## src/tdpg_div.sv

```systemverilog
// Iterative restoring divider, one quotient bit per cycle.
module tdpg_div #(
  parameter int Width = 16
) (
  input  logic             clk_i,
  input  logic             rst_ni,
  input  logic             start_i,
  input  logic [Width-1:0] dividend_i,
  input  logic [Width-1:0] divisor_i,
  output logic             done_o,
  output logic [Width-1:0] quot_o,
  output logic [Width-1:0] rem_o
);

  localparam int CntBits = $clog2(Width + 1);

  logic [CntBits-1:0] cnt_q;
  logic [Width-1:0]   quot_q;
  logic [Width-1:0]   rem_q;
  logic [Width-1:0]   div_q;
  logic               done_q;
  logic [Width:0]     trial;
  logic               fits;

  assign trial = {rem_q, quot_q[Width-1]};
  assign fits  = trial >= {1'b0, div_q};

  always_ff @(posedge clk_i or negedge rst_ni) begin
    if (!rst_ni) begin
      cnt_q  <= '0;
      done_q <= 1'b0;
      quot_q <= '0;
      rem_q  <= '0;
      div_q  <= '0;
    end else begin
      done_q <= 1'b0;
      if (start_i) begin
        cnt_q  <= CntBits'(Width);
        quot_q <= dividend_i;
        rem_q  <= '0;
        div_q  <= divisor_i;
      end else if (cnt_q != '0) begin
        cnt_q <= cnt_q - CntBits'(1);
        if (fits) begin
          rem_q <= Width'(trial - {1'b0, div_q});
        end else begin
          rem_q <= trial[Width-1:0];
        end
        quot_q <= {quot_q[Width-2:0], fits};
        if (cnt_q == CntBits'(1)) begin
          done_q <= 1'b1;
        end
      end
    end
  end

  assign done_o = done_q;
  assign quot_o = quot_q;
  assign rem_o  = rem_q;

`ifndef NO_ASSERTIONS
  a_done_after_last_step: assert property (@(posedge clk_i) disable iff (!rst_ni)
    done_o |-> cnt_q == '0)
    else $error("divider done while steps remain");
  a_step_counts_down: assert property (@(posedge clk_i) disable iff (!rst_ni)
    (!start_i && cnt_q != '0) |=> cnt_q == $past(cnt_q) - CntBits'(1))
    else $error("divider step count skipped");
  a_remainder_below_divisor: assert property (@(posedge clk_i) disable iff (!rst_ni)
    done_o |-> rem_o < div_q)
    else $error("divider remainder not reduced");
`endif

endmodule

```

## config.mk

```make
export PLATFORM = sky130hd
export DESIGN_NAME = tdpg_div
export DESIGN_NICKNAME = d
export VERILOG_FILES = /design/src/tdpg_div.sv
export SDC_FILE = /design/constraint.sdc
export NUM_CORES = 1
export LEC_CHECK = 0
export BUFFER_PORTS_ARGS = -buffer_cell sky130_fd_sc_hd__buf_2
export CAP_MARGIN = 25
export CORE_UTILIZATION = 36
export DETAILED_ROUTE_END_ITERATION = 10
export HOLD_SLACK_MARGIN = 0.06
export PLACE_DENSITY = 0.62
export SLEW_MARGIN = 20
export SYNTH_ARGS = -nofsm -noshare
export SYNTH_HDL_FRONTEND = slang
export SYNTH_SLANG_ARGS = --single-unit
```

## constraint.sdc

```tcl
create_clock -name clk_i -period 3.1 [get_ports clk_i]
set_clock_uncertainty 0.1 [all_clocks]
set_input_delay 0.62 -clock clk_i [delete_from_list [all_inputs] [get_ports clk_i]]
set_output_delay 0.62 -clock clk_i [all_outputs]
set_load 0.03 [all_outputs]
```

==> impl_results.md <==
- Area Growth Syn to Fin: 15.6%
- # Post-CTS Setup Buffers: 0
- Post-synth EDFFs: 0
- RSZ-0062 raised after global routing: no
- Post-route DRC: 0
- CP arrival: roughly 2900 ps
- Crit path capture type: flop
- Hold_buf cts: 0
- CTS H-tree lvls: 2
- Top FF cell, synth: dfrtp_1
- Slew margin rel.: 45.7%
- CTS Sinks: 54
- Synth warn: 0
- Seq/Total Area, Yosys: between 30 and 40%
- Clock-pin slew on the worst setup and hold paths: 110 ps
- Final Max Slew Viols: 0
- Final setup fails: 0
- Drt pass-1 iters: 4
- WP data required: 3220 ps
- Pin count of the biggest net entering global routing: 41
- Tmin final: between 2000 and 3000 ps
- Initial antenna violation count: 0
- Gr usage total: roughly 17%
- Core ar.: 9680 sq um
- Fin nets: between 500 and 600
- Worst Max-Slew Pin Slew: about 800 ps
- Worst Hold Class: input pin to asynchronous set/reset pin
- Startpoint types: flop
- CTS resizes: 0
- CTS tree: built
- Fin util: 42.7%
- Mapped Avg Cell Area: between 9 and 10 sq um
- Most frequent cells in the layout: buf_2 (67), nand2_1 (55), dfrtp_1 (54)
- Vias in the first global route: around 2800
- Outcome: finished clean
- IO Count: 68
- Mapped Cells: 397
- HPWL after detailed placement: 6350 um
- Mapped Nets: 452
- First-pass GRT wire length: 13700 um
- IO buf count: between 60 and 70
- 1st-iter DRT viols: 134
- Fin. Hold Viols: 0
- WL/cell: 14.3 um
- Initial Util: between 30% and 40%
- Commonest non-fill, non-tap cell in the layout: buf_2
- GPL Wtd Cong: about 0.88
- Cell variety after synth: between 50 and 60
- Vias: 3089
- Row cnt: 36
- Multi-input logic area: 2020 sq um
- Die area: slightly above 10000 sq um
- Antenna Violating Nets Remaining: 0
- Ant. Diodes: 0
- Max cap viols: 0
- Leakage: slightly below 2 nW
- Total wire length: 8500 um
- CP Max Fanout: 14
- Fraction of layout instances using a drive strength above 1: 23.9%
- Register area: 1350 sq um
- Total CTS buffers: 5
- Hold_ws: ~140 ps
- Period Utilization, post-route: slightly below 90%
- Fillers: between 900 and 1000
- Ys async rst share: between 90% and 100%
- Cell Area, Synth: 3580 sq um
- Crit Path Class: flop to flop
- Worst skew pair latency: 320 ps
- Drt via density: around 5.2
- Yosys reg bits: 54
- Peak VDD IR: 304 uV
- Die width: 102 um
- Post-Route Setup TNS: 0 ps
- Max Fclk: 0.365 GHz
- Maximum clock path buffer count: 2
- Root buffer cell: clkbuf_8
- GRT overflow: 0
- Die outline height: 102 um
- Power per cell area: 824 nW/um^2
==> critical path, cell delays in order (launching register included) <==
cell and delay (ps):
dfrtp_1 430, ha_1 400, and3_1 340, nand4_4 180, o31ai_4 280, o41a_1 310
buf_4 260, nand2_1 110, a311oi_2 260
==> worst paths after layout <==
check,from,to,slack [ps],cells after the start
min in group clk_i,dividend_i[1],quot_o[1],400,3
setup / recovery,rem_o[7],rem_o[3],360,8
hold / removal,rst_ni,rem_o[1],140,1
setup reg to reg,rem_o[7],rem_o[3],360,8
max in group asynchronous,rst_ni,rem_o[10],2120,2
hold reg to reg,div_q[0],div_q[0],430,1
==> logic make-up (layout without fill, tap and decap cells) <==
group	Yosys count	in the layout	synth area share, %
XOR/XNOR	6	6	1.47
flip-flops	54	54	37.8
buffers and inverters	45	109	6.05
AND/OR/NAND/NOR	141	141	19.9
AO/OA/AOI/OAI	111	111	21.9
multiplexers	20	20	5.63
adder cells (fa/ha/maj)	20	20	7.21
==> where the power goes <==
part / switching [mW] / leakage, nW / internal (mW) / total, mW
combinational: 1.23 / 1.21 / 0.760 / 1.99
clock: 0.255 / 0.0408 / 0.162 / 0.417
sequential: 0.140 / 0.683 / 0.860 / 1.00
==> Yosys cell counts, types with 8 or more instances <==
cell       n  share of area, %
a21oi_1   20               2.8
clkbuf_1  14               1.5
dfrtp_1   54                38
ha_1      19               6.6
inv_1     22               2.3
mux2i_1   19               5.3
nand2_1   55               5.8
nand3_1   11               1.5
nand3b_1   8               1.7
nor2_1    29               3.0
o21ai_0   49               6.9
==> sequential cells by signal (all words and copies together) (netlist names) <==
name    flops
quot_o     16
cnt_q       5
div_q      16
rem_o      16
done_o      1
==> stage by stage <==
step / area, sq um / worst slack, ps / total power, mW / cells
global route: 4130 / 148 / 3.68 / 594
global placement: 4040 / 450 / 2.96 / 586
floorplan: 3580 / 489 / 2.55 / 397
detailed placement: 4040 / 397 / 3.00 / 586
CTS: 4130 / 372 / 3.42 / 594
finish: 4130 / 357 / 3.41 / 594
==> per-layer routing <==
| metal | wire, um | track usage [%] | part of all wire, % |
|---|---|---|---|
| met3 | 379 | 2.97 | 4.5 |
| met2 | 3680 | 24.6 | 43 |
| met5 | 0 | 0 | 0 |
| met4 | 81 | 4.12 | 0.95 |
| met1 | 4360 | 25.2 | 51 |
==> area by class of cell <==
class	count	share of cell area [%]
Multi-Input combinational cell	298	48.8
Sequential cell	54	32.7
Tap cell	133	4.03
Timing Repair Buffer	79	10.3
Inverter	22	2.00
Clock buffer	5	1.66
Clock inverter	3	0.575
Note: power is estimated with default switching activity, not from simulation.
